[src/hw/rtl/tmpf_pkg.sv]
// Shared types and constants of the touch median press filter.
// Used by every module of the block; depends on nothing.
`default_nettype none

package tmpf_pkg;

    // Readings of one transaction
    localparam int NUM_RD = 5;
    localparam int RD_W   = 12;
    localparam int RANK_W = $clog2(NUM_RD);
    localparam logic [RANK_W-1:0] MID_RANK = RANK_W'(NUM_RD / 2);

    // Screen geometry and calibration
    localparam logic [11:0] SCREEN_WIDTH  = 12'd480;
    localparam logic [11:0] SCREEN_HEIGHT = 12'd320;
    localparam logic [2:0]  GROUP_SIZE    = 3'd5;
    localparam logic [11:0] X_OFFSET      = 12'd300;
    localparam logic [11:0] Y_OFFSET      = 12'd200;
    localparam logic [11:0] SPAN          = 12'd3600;

    // Divide by SPAN: multiply by floor(2^RECIP_SHIFT / SPAN), then one correction step
    localparam int MAG_W       = 24;
    localparam int QUOT_W      = 13;
    localparam int RECIP_SHIFT = 36;
    localparam int RECIP_W     = 25;
    localparam logic [RECIP_W-1:0] RECIP = RECIP_W'((64'd1 << RECIP_SHIFT) / 64'(SPAN));
    localparam int PROD_W      = MAG_W + RECIP_W;

    // Register reset values
    localparam logic [11:0] PRESSURE_LIMIT_RST = 12'd3900;
    localparam logic [8:0]  SPREAD_LIMIT_RST   = 9'd10;

    // Configuration register indexes
    localparam logic [0:0] REG_PRESSURE_LIMIT = 1'b0;
    localparam logic [0:0] REG_SPREAD_LIMIT   = 1'b1;

    typedef logic [RD_W-1:0]          reading_t;
    typedef reading_t [NUM_RD-1:0]    reading_arr_t;
    typedef logic [8:0]               coord_t;
    typedef logic [MAG_W-1:0]         mag_t;
    typedef logic [QUOT_W-1:0]        quot_t;

    typedef enum logic [1:0] {
        CH_Z1 = 2'd0,
        CH_Z2 = 2'd1,
        CH_X  = 2'd2,
        CH_Y  = 2'd3
    } chan_t;

    // Stage load strobes for the scaling pipeline
    typedef struct packed {
        logic s2;
        logic s3;
        logic s4;
    } adv_t;

endpackage

`default_nettype wire

[src/hw/rtl/tmpf_rank_lane.sv]
// One median lane: rank of its own reading among the other four.
// Depends on tmpf_pkg.
`default_nettype none

module tmpf_rank_lane
    import tmpf_pkg::*;
(
    input  reading_t                own,
    input  reading_t [NUM_RD-2:0]   others,
    input  logic     [NUM_RD-2:0]   earlier,   // other lane sits at a lower index
    output logic                    is_mid
);

    logic [NUM_RD-2:0] beats;
    logic [RANK_W-1:0] rank;

    // ties go to the lower index, so ranks form a strict order
    always_comb begin
        rank = '0;
        for (int j = 0; j < NUM_RD - 1; j++) begin
            beats[j] = earlier[j] ? (others[j] <= own) : (others[j] < own);
            rank     = rank + RANK_W'(beats[j]);
        end
    end

    assign is_mid = (rank == MID_RANK);

endmodule

`default_nettype wire

[src/hw/rtl/tmpf_median.sv]
// Median of five readings: one rank lane per reading, merged by one-hot select.
// Depends on tmpf_pkg and tmpf_rank_lane.
`default_nettype none

module tmpf_median
    import tmpf_pkg::*;
(
    input  reading_arr_t readings,
    output reading_t     median
);

    logic [NUM_RD-1:0] sel;

    for (genvar g = 0; g < NUM_RD; g++) begin : g_lane
        reading_t [NUM_RD-2:0] others;
        logic     [NUM_RD-2:0] earlier;

        always_comb begin
            for (int j = 0; j < NUM_RD - 1; j++) begin
                if (j < g) begin
                    others[j]  = readings[j];
                    earlier[j] = 1'b1;
                end else begin
                    others[j]  = readings[j+1];
                    earlier[j] = 1'b0;
                end
            end
        end

        tmpf_rank_lane u_lane (
            .own     (readings[g]),
            .others  (others),
            .earlier (earlier),
            .is_mid  (sel[g])
        );
    end

    // exactly one lane holds the middle rank
    always_comb begin
        median = '0;
        for (int i = 0; i < NUM_RD; i++) begin
            median = median | (readings[i] & {RD_W{sel[i]}});
        end
    end

endmodule

`default_nettype wire

[src/hw/rtl/tmpf_scale.sv]
// Scales one axis reading to pixels: (operand - offset) * scale / SPAN, toward zero,
// plus the off-screen check. Three stages. Depends on tmpf_pkg.
`default_nettype none

module tmpf_scale
    import tmpf_pkg::*;
(
    input  logic        aclk,
    input  adv_t        adv,
    input  reading_t    operand,
    input  reading_t    offset,
    input  logic [11:0] scale,       // also the largest on-screen coordinate
    output logic        off_screen,
    output coord_t      coord
);

    logic [RD_W:0]     diff;
    logic [RD_W:0]     abs_full;
    logic              neg_next;
    mag_t              mag_next;
    logic [PROD_W-1:0] prod;
    quot_t             q0_next;
    mag_t              back;
    mag_t              rem;
    quot_t             quot;
    logic              off_next;
    coord_t            coord_next;

    logic   neg2_reg, neg3_reg;
    mag_t   mag2_reg, mag3_reg;
    quot_t  q0_reg;
    logic   off_reg;
    coord_t coord_reg;

    // stage 2: sign and magnitude of the product
    always_comb begin
        diff     = {1'b0, operand} - {1'b0, offset};
        neg_next = diff[RD_W];
        abs_full = neg_next ? ((RD_W+1)'(0) - diff) : diff;
        mag_next = MAG_W'(abs_full[RD_W-1:0]) * MAG_W'(scale);
    end

    // stage 3: reciprocal estimate, low by at most one
    always_comb begin
        prod    = PROD_W'(mag2_reg) * PROD_W'(RECIP);
        q0_next = prod[RECIP_SHIFT +: QUOT_W];
    end

    // stage 4: correction and range check
    always_comb begin
        back       = MAG_W'(q0_reg) * MAG_W'(SPAN);
        rem        = mag3_reg - back;
        quot       = q0_reg + QUOT_W'(rem >= MAG_W'(SPAN));
        off_next   = neg3_reg ? (quot != '0) : (quot > QUOT_W'(scale));
        coord_next = neg3_reg ? '0 : quot[8:0];
    end

    always_ff @(posedge aclk) begin
        if (adv.s2) begin
            neg2_reg <= neg_next;
            mag2_reg <= mag_next;
        end
        if (adv.s3) begin
            neg3_reg <= neg2_reg;
            mag3_reg <= mag2_reg;
            q0_reg   <= q0_next;
        end
        if (adv.s4) begin
            off_reg   <= off_next;
            coord_reg <= coord_next;
        end
    end

    assign off_screen = off_reg;
    assign coord      = coord_reg;

endmodule

`default_nettype wire

[src/hw/rtl/touch_median_press_filter_core.sv]
// Resistive touch press filter, top level.
// Depends on tmpf_pkg, tmpf_median, tmpf_scale.
//
// Input stream (s_): one transaction per converter channel. s_tuser carries the
// channel (0 z1, 1 z2, 2 x, 3 y), s_tdata the five raw readings. The median of
// the five is taken. z1 and x are held and produce nothing; a z2 whose pressure
// difference exceeds the limit produces a not-pressed result; a y is scaled with
// the held x, range checked and folded into a group of samples, producing one
// result per y transaction.
// Output stream (m_): m_tuser = pressed, m_tdata = pos_x, pos_y (zero unless pressed).
// Config channel: cfg_index 0 = pressure limit, 1 = spread limit; cfg_ready is
// always high. Write only while no transaction is in flight.
// Throughput: one transaction per cycle while the receiver keeps up. Five register
// stages, the first loaded at the accepting edge: median, axis product, reciprocal
// multiply, quotient correction, group filter and output.
// Reset (aresetn low, synchronous): pipeline emptied, m_tvalid low, limits back
// to 3900 and 10, held values and group state cleared.
// Receiver stall: the output register holds its result; upstream stages keep
// accepting until every bubble is filled, then s_tready drops.
`default_nettype none

module touch_median_press_filter_core
    import tmpf_pkg::*;
(
    input  logic        aclk,
    input  logic        aresetn,
    // input stream
    input  logic        s_tvalid,
    output logic        s_tready,
    input  logic [63:0] s_tdata,    // reading_0 [11:0] .. reading_4 [59:48], zero pad
    input  logic [1:0]  s_tuser,    // channel [1:0]
    // result stream
    output logic        m_tvalid,
    input  logic        m_tready,
    output logic [23:0] m_tdata,    // pos_x [8:0], pos_y [17:9], zero pad
    output logic        m_tuser,    // pressed [0]
    // config writes
    input  logic        cfg_valid,
    output logic        cfg_ready,
    input  logic [0:0]  cfg_index,
    input  logic [11:0] cfg_data
);

    // ---------------------------------------------------------------
    // Config registers
    // ---------------------------------------------------------------
    logic [11:0] pressure_limit_reg;
    logic [8:0]  spread_limit_reg;

    assign cfg_ready = 1'b1;

    always_ff @(posedge aclk) begin
        if (!aresetn) begin
            pressure_limit_reg <= PRESSURE_LIMIT_RST;
            spread_limit_reg   <= SPREAD_LIMIT_RST;
        end else if (cfg_valid && cfg_ready) begin
            unique case (cfg_index)
                REG_PRESSURE_LIMIT: pressure_limit_reg <= cfg_data;
                REG_SPREAD_LIMIT:   spread_limit_reg   <= cfg_data[8:0];
            endcase
        end
    end

    // ---------------------------------------------------------------
    // Pipeline flow control: a stage moves when the next one is free
    // ---------------------------------------------------------------
    logic s1_valid_reg, s2_valid_reg, s3_valid_reg, s4_valid_reg;
    logic m_tvalid_reg;
    logic out_free, free4, free3, free2, free1;
    logic load1, adv_out;
    adv_t adv;

    assign out_free = !m_tvalid_reg || m_tready;
    assign free4    = !s4_valid_reg || out_free;
    assign free3    = !s3_valid_reg || free4;
    assign free2    = !s2_valid_reg || free3;
    assign free1    = !s1_valid_reg || free2;

    assign s_tready = free1;
    assign load1    = s_tvalid && s_tready;
    assign adv.s2   = s1_valid_reg && free2;
    assign adv.s3   = s2_valid_reg && free3;
    assign adv.s4   = s3_valid_reg && free4;
    assign adv_out  = s4_valid_reg && out_free;

    always_ff @(posedge aclk) begin
        if (!aresetn) begin
            s1_valid_reg <= 1'b0;
            s2_valid_reg <= 1'b0;
            s3_valid_reg <= 1'b0;
            s4_valid_reg <= 1'b0;
        end else begin
            s1_valid_reg <= (s1_valid_reg && !adv.s2) || load1;
            s2_valid_reg <= (s2_valid_reg && !adv.s3) || adv.s2;
            s3_valid_reg <= (s3_valid_reg && !adv.s4) || adv.s3;
            s4_valid_reg <= (s4_valid_reg && !adv_out) || adv.s4;
        end
    end

    // ---------------------------------------------------------------
    // Stage 1: median of the five readings
    // ---------------------------------------------------------------
    reading_arr_t readings;
    reading_t     median;
    chan_t        s1_ch_reg;
    reading_t     s1_med_reg;

    always_comb begin
        for (int i = 0; i < NUM_RD; i++) begin
            readings[i] = s_tdata[i*RD_W +: RD_W];
        end
    end

    tmpf_median u_median (
        .readings (readings),
        .median   (median)
    );

    always_ff @(posedge aclk) begin
        if (load1) begin
            s1_ch_reg  <= chan_t'(s_tuser);
            s1_med_reg <= median;
        end
    end

    // ---------------------------------------------------------------
    // Stage 2: held values, pressure check, start of axis scaling
    // ---------------------------------------------------------------
    reading_t      held_z1_reg, held_x_reg;
    logic [RD_W:0] z_diff;
    logic          rel_next;
    chan_t         s2_ch_reg, s3_ch_reg, s4_ch_reg;
    logic          s2_rel_reg, s3_rel_reg, s4_rel_reg;

    // signed z2 - z1 against the limit
    always_comb begin
        z_diff   = {1'b0, s1_med_reg} - {1'b0, held_z1_reg};
        rel_next = (s1_ch_reg == CH_Z2) &&
                   ($signed(z_diff) > $signed({1'b0, pressure_limit_reg}));
    end

    always_ff @(posedge aclk) begin
        if (!aresetn) begin
            held_z1_reg <= '0;
            held_x_reg  <= '0;
        end else if (adv.s2) begin
            if (s1_ch_reg == CH_Z1) held_z1_reg <= s1_med_reg;
            if (s1_ch_reg == CH_X)  held_x_reg  <= s1_med_reg;
        end
    end

    always_ff @(posedge aclk) begin
        if (adv.s2) begin
            s2_ch_reg  <= s1_ch_reg;
            s2_rel_reg <= rel_next;
        end
        if (adv.s3) begin
            s3_ch_reg  <= s2_ch_reg;
            s3_rel_reg <= s2_rel_reg;
        end
        if (adv.s4) begin
            s4_ch_reg  <= s3_ch_reg;
            s4_rel_reg <= s3_rel_reg;
        end
    end

    // stages 2 to 4: pixel scaling of both axes
    logic   off_x, off_y;
    coord_t coord_x, coord_y;

    tmpf_scale u_scale_x (
        .aclk       (aclk),
        .adv        (adv),
        .operand    (held_x_reg),
        .offset     (X_OFFSET),
        .scale      (SCREEN_WIDTH),
        .off_screen (off_x),
        .coord      (coord_x)
    );

    tmpf_scale u_scale_y (
        .aclk       (aclk),
        .adv        (adv),
        .operand    (s1_med_reg),
        .offset     (Y_OFFSET),
        .scale      (SCREEN_HEIGHT),
        .off_screen (off_y),
        .coord      (coord_y)
    );

    // ---------------------------------------------------------------
    // Stage 5: group filter and output register
    // ---------------------------------------------------------------
    logic [2:0] cnt_reg, cnt_next, cnt_inc;
    logic       touched_reg, touched_next;
    coord_t     min_x_reg, max_x_reg, min_y_reg, max_y_reg;
    coord_t     min_x_next, max_x_next, min_y_next, max_y_next;
    coord_t     last_x_reg, last_y_reg, last_x_next, last_y_next;
    coord_t     spread_x, spread_y;
    logic       emit, pressed;
    logic [23:0] m_tdata_reg;
    logic        m_tuser_reg;

    always_comb begin
        cnt_next     = cnt_reg;
        touched_next = touched_reg;
        min_x_next   = min_x_reg;
        max_x_next   = max_x_reg;
        min_y_next   = min_y_reg;
        max_y_next   = max_y_reg;
        last_x_next  = last_x_reg;
        last_y_next  = last_y_reg;
        cnt_inc      = cnt_reg + 3'd1;
        spread_x     = '0;
        spread_y     = '0;
        emit         = 1'b0;
        pressed      = 1'b0;

        unique case (s4_ch_reg)
            CH_Z2: begin
                if (s4_rel_reg) begin
                    emit         = 1'b1;
                    cnt_next     = '0;
                    touched_next = 1'b0;
                end
            end
            CH_Y: begin
                emit = 1'b1;
                if (off_x || off_y) begin
                    cnt_next     = '0;
                    touched_next = 1'b0;
                end else begin
                    if (cnt_reg == '0) begin
                        min_x_next = coord_x;
                        max_x_next = coord_x;
                        min_y_next = coord_y;
                        max_y_next = coord_y;
                    end else begin
                        if (coord_x < min_x_reg) min_x_next = coord_x;
                        if (coord_x > max_x_reg) max_x_next = coord_x;
                        if (coord_y < min_y_reg) min_y_next = coord_y;
                        if (coord_y > max_y_reg) max_y_next = coord_y;
                    end
                    spread_x = max_x_next - min_x_next;
                    spread_y = max_y_next - min_y_next;
                    if (cnt_inc < GROUP_SIZE) begin
                        // mid group: repeat the last report
                        cnt_next = cnt_inc;
                        pressed  = touched_reg;
                    end else begin
                        cnt_next = '0;
                        if (spread_x > spread_limit_reg || spread_y > spread_limit_reg) begin
                            touched_next = 1'b0;
                        end else begin
                            last_x_next  = min_x_next + (spread_x >> 1);
                            last_y_next  = min_y_next + (spread_y >> 1);
                            touched_next = 1'b1;
                            pressed      = 1'b1;
                        end
                    end
                end
            end
            CH_Z1, CH_X: ;
        endcase
    end

    always_ff @(posedge aclk) begin
        if (!aresetn) begin
            cnt_reg     <= '0;
            touched_reg <= 1'b0;
            min_x_reg   <= '0;
            max_x_reg   <= '0;
            min_y_reg   <= '0;
            max_y_reg   <= '0;
            last_x_reg  <= '0;
            last_y_reg  <= '0;
        end else if (adv_out) begin
            cnt_reg     <= cnt_next;
            touched_reg <= touched_next;
            min_x_reg   <= min_x_next;
            max_x_reg   <= max_x_next;
            min_y_reg   <= min_y_next;
            max_y_reg   <= max_y_next;
            last_x_reg  <= last_x_next;
            last_y_reg  <= last_y_next;
        end
    end

    always_ff @(posedge aclk) begin
        if (!aresetn) begin
            m_tvalid_reg <= 1'b0;
        end else if (adv_out) begin
            m_tvalid_reg <= emit;
        end else if (m_tready) begin
            m_tvalid_reg <= 1'b0;
        end
    end

    always_ff @(posedge aclk) begin
        if (adv_out && emit) begin
            m_tuser_reg <= pressed;
            m_tdata_reg <= pressed ? {6'd0, last_y_next, last_x_next} : '0;
        end
    end

    assign m_tvalid = m_tvalid_reg;
    assign m_tdata  = m_tdata_reg;
    assign m_tuser  = m_tuser_reg;

endmodule

`default_nettype wire

[config.mk]
export PLATFORM = sky130hd
export DESIGN_NAME = touch_median_press_filter_core
export DESIGN_NICKNAME = d
export VERILOG_FILES = /design/src/hw/rtl/tmpf_pkg.sv /design/src/hw/rtl/tmpf_rank_lane.sv /design/src/hw/rtl/tmpf_median.sv /design/src/hw/rtl/tmpf_scale.sv /design/src/hw/rtl/touch_median_press_filter_core.sv
export SDC_FILE = /design/constraint.sdc
export NUM_CORES = 2
export LEC_CHECK = 0
export ABC_AREA = 1
export BUFFER_PORTS_ARGS = -buffer_cell sky130_fd_sc_hd__buf_4
export CAP_MARGIN = 40
export CELL_PAD_IN_SITES_DETAIL_PLACEMENT = 1
export CELL_PAD_IN_SITES_GLOBAL_PLACEMENT = 1
export CORE_UTILIZATION = 50
export CTS_CLUSTER_SIZE = 14
export DETAILED_ROUTE_END_ITERATION = 10
export PLACE_DENSITY_LB_ADDON = 0.1
export SYNTH_ARGS = -nofsm -noshare
export SYNTH_HDL_FRONTEND = slang
export SYNTH_SLANG_ARGS = --single-unit
[constraint.sdc]
create_clock -name aclk -period 9.8 [get_ports aclk]
set_input_delay 1.96 -clock aclk [delete_from_list [all_inputs] [get_ports aclk]]
set_output_delay 1.96 -clock aclk [all_outputs]
set_load 0.005 [all_outputs]
==> run metrics <==
maximum number of pins on one net before global-route repair 60; CP Max Fanout 6; Die Height 271.8 um; Core ar. 71730 sq um; Final Non-Filler Cells 5488; clock tree from TritonCTS done; vias 29760; Final Wtd Congestion 0.8754; Starting Density 0.5074; PortBufs 100; Setup Viol. Count Final 0; CP endpoint u_scale_y.off_screen; outcome finished, final reports clean; Clock Root Buffer clkbuf_16; GR peak layer met2; Setup TNS Final 0 ns; Crit. End Element register; # clock sinks 258; RSZ-0062 raised after global routing no; Worst path slowest cell edfxtp_1; register area share after synthesis 0.1832; multi-input logic area 26010 sq um; IO Pins 112; FF/Latch Area 6666 sq um; CP max stage delay 0.58 ns; vias in the first global route 32280; Post-route DRC 0; CTS resizes 0; Max transition margin 0.3820; commonest non-fill, non-tap cell in the layout inv_1; Seq cells post-synth 258; GR Util met3 0.02928; met1 Resource Use GR 0.3589; Worst Tran Pin Value 0.9271 ns; FF-to-FF setup slack 3.09 ns; Setup CP Type register to register; WL final 102800 um; Synth Instances 4406; H-tree depth 2; Die Area 73880 sq um; Final Skew 0.02004 ns; worst r2r src u_scale_y.q0_reg[5]; CP Launch Point u_scale_y.q0_reg[5]; fin. max-slew vios 0; initial antenna violation count 0; # placed instances 5423; Worst-Skew Late Latency 0.56 ns; routed vias/inst 5.422; Worst Path Required 10.10 ns; Critical Path AT 7.01 ns; CTS clk-pin slew, worst paths 0.06 ns; CTS Hold Bufs 0; CTS Buf Count 35; gr usage total 0.2813; Worst path most repeated cell ha_1; leading cell types in the layout, fill and taps excluded inv_1 (908), ha_1 (780), nand2_1 (622); Pre-antenna DRT Iters 5; Post-Syn Area 36400 sq um; initial DRC count 1239; post-CTS setup buffer count 0; Final min period 6.713 ns; met2 GRT Util 0.5092; hpwl dp 86460 um; Hold Vio Cnt, Final 0; Yosys warnings 0; Filler cells 8737; number of flops mapped to enable cells by yosys 150; Syn Area/Cell 8.261 sq um; Post-DRT Antenna Nets 0; ys flop type edfxtp_1; Area growth, synth to finish 8.178%; Die Wd 271.8 um; Rows 98; Max Fclk 149.0 MHz; NumNets Final 5657; final worst path period share 0.6850; max FFs per register 18; CTS max path bufs 3; drt wl/cell 18.73 um; WHS 0.4087 ns; reg2reg path depth 33; Min-Delay Path Class register to register; Async SR Flop Fraction 0; r2r endpoint u_scale_y.off_screen; grt total ovfl 0; CP Launch Type register; number of diodes 0; first-pass GRT wire length 166900 um; layout cells sized above 1 0.04628; max capacitance violation total 0; post-synthesis cell type count 62
## how the worst min path moves through the flow
stage,from,end,slack (ns),cells past startpoint
global placement,u_scale_x.neg2_reg,u_scale_x.neg3_reg,0.40,0
detailed placement,s2_ch_reg[1],s3_ch_reg[1],0.41,0
finish,s2_rel_reg,s3_rel_reg,0.41,0
floorplan,s2_ch_reg[0],s3_ch_reg[0],0.40,0
global route,s2_rel_reg,s3_rel_reg,0.39,0
CTS,s2_rel_reg,s3_rel_reg,0.40,0
## synth_stat cells, types with 3 or more instances
library cell | number | area (sq um)
dfxtp_1 | 108 | 2162
clkbuf_1 | 30 | 112.6
inv_1 | 909 | 3412
o21ai_2 | 3 | 26.28
o211ai_1 | 33 | 247.7
o31ai_1 | 4 | 30.03
a21oi_1 | 354 | 1772
o21a_1 | 14 | 105.1
nor4_1 | 11 | 68.82
fa_1 | 282 | 5645
nand2_2 | 3 | 18.77
nand4_1 | 54 | 337.8
o2111ai_1 | 8 | 70.07
or2_2 | 7 | 43.79
edfxtp_1 | 150 | 4504
ha_1 | 780 | 9759
nor2_1 | 275 | 1032
a21o_1 | 25 | 187.7
o21ai_1 | 29 | 145.1
buf_6 | 5 | 56.30
o21bai_1 | 21 | 157.7
o22ai_1 | 8 | 50.05
clkinv_1 | 4 | 15.01
buf_2 | 9 | 45.04
nand2_1 | 622 | 2335
nor3_1 | 37 | 185.2
a31oi_1 | 23 | 143.9
a211oi_1 | 9 | 67.56
nor2_2 | 5 | 31.28
and2_1 | 6 | 37.54
nand3b_1 | 7 | 52.55
inv_2 | 9 | 33.78
o21ai_0 | 228 | 1141
nand3_1 | 140 | 700.7
xor2_1 | 109 | 954.7
buf_4 | 8 | 60.06
xnor2_1 | 38 | 332.8
nor3b_1 | 4 | 30.03
o221ai_1 | 5 | 43.79
## logic make-up after synthesis
group / Yosys count / synth area share
adders and majority gates: 1062 / 0.4233
xor gates and xnor gates: 147 / 0.03537
AOI/OAI and AO/OA: 777 / 0.1182
other: 2 / 0.0002063
DFF: 258 / 0.1832
buffers and inverters: 976 / 0.1029
and+or+nand+nor: 1184 / 0.1369
## worst max-delay path: cells and delay by family, from the launching register on
kind	cells	cell delay [ns]
AO/OA/AOI/OAI	5	0.80
XOR/XNOR	3	0.61
adder cells (fa/ha/maj)	8	2.75
buffers and inverters	3	0.26
flip-flops	1	0.58
AND/OR/NAND/NOR	14	1.43
## layout make-up
class | count | share of cell area
clock buffers | 40 | 0.02298
clock inverters | 24 | 0.006324
inverters | 923 | 0.08806
multi-input cells | 3177 | 0.6606
flip-flops and latches | 258 | 0.1693
well taps | 950 | 0.03019
repair buffers | 116 | 0.02256
## metal layers
metal | vias to the layer above | routed length, um
met1 | 14610 | 46200
met4 | 0 | 2115
met3 | 132 | 2904
met2 | 330 | 51590
li1 | 14690 | -
met5 | - | 0
## per-stage QoR
step | setup slack (ns) | cell area (sq um) | util
global route | 2.456 | 39370 | 0.5489
CTS | 3.036 | 39370 | 0.5488
global placement | 3.165 | 38190 | 0.5324
detailed placement | 3.070 | 38210 | 0.5327
floorplan | 3.870 | 36410 | -
finish | 3.087 | 39370 | 0.5489
Power is left out: the tool's default activity adds up to more than one toggle a clock period on the data nets, which glitch-free logic cannot reach.
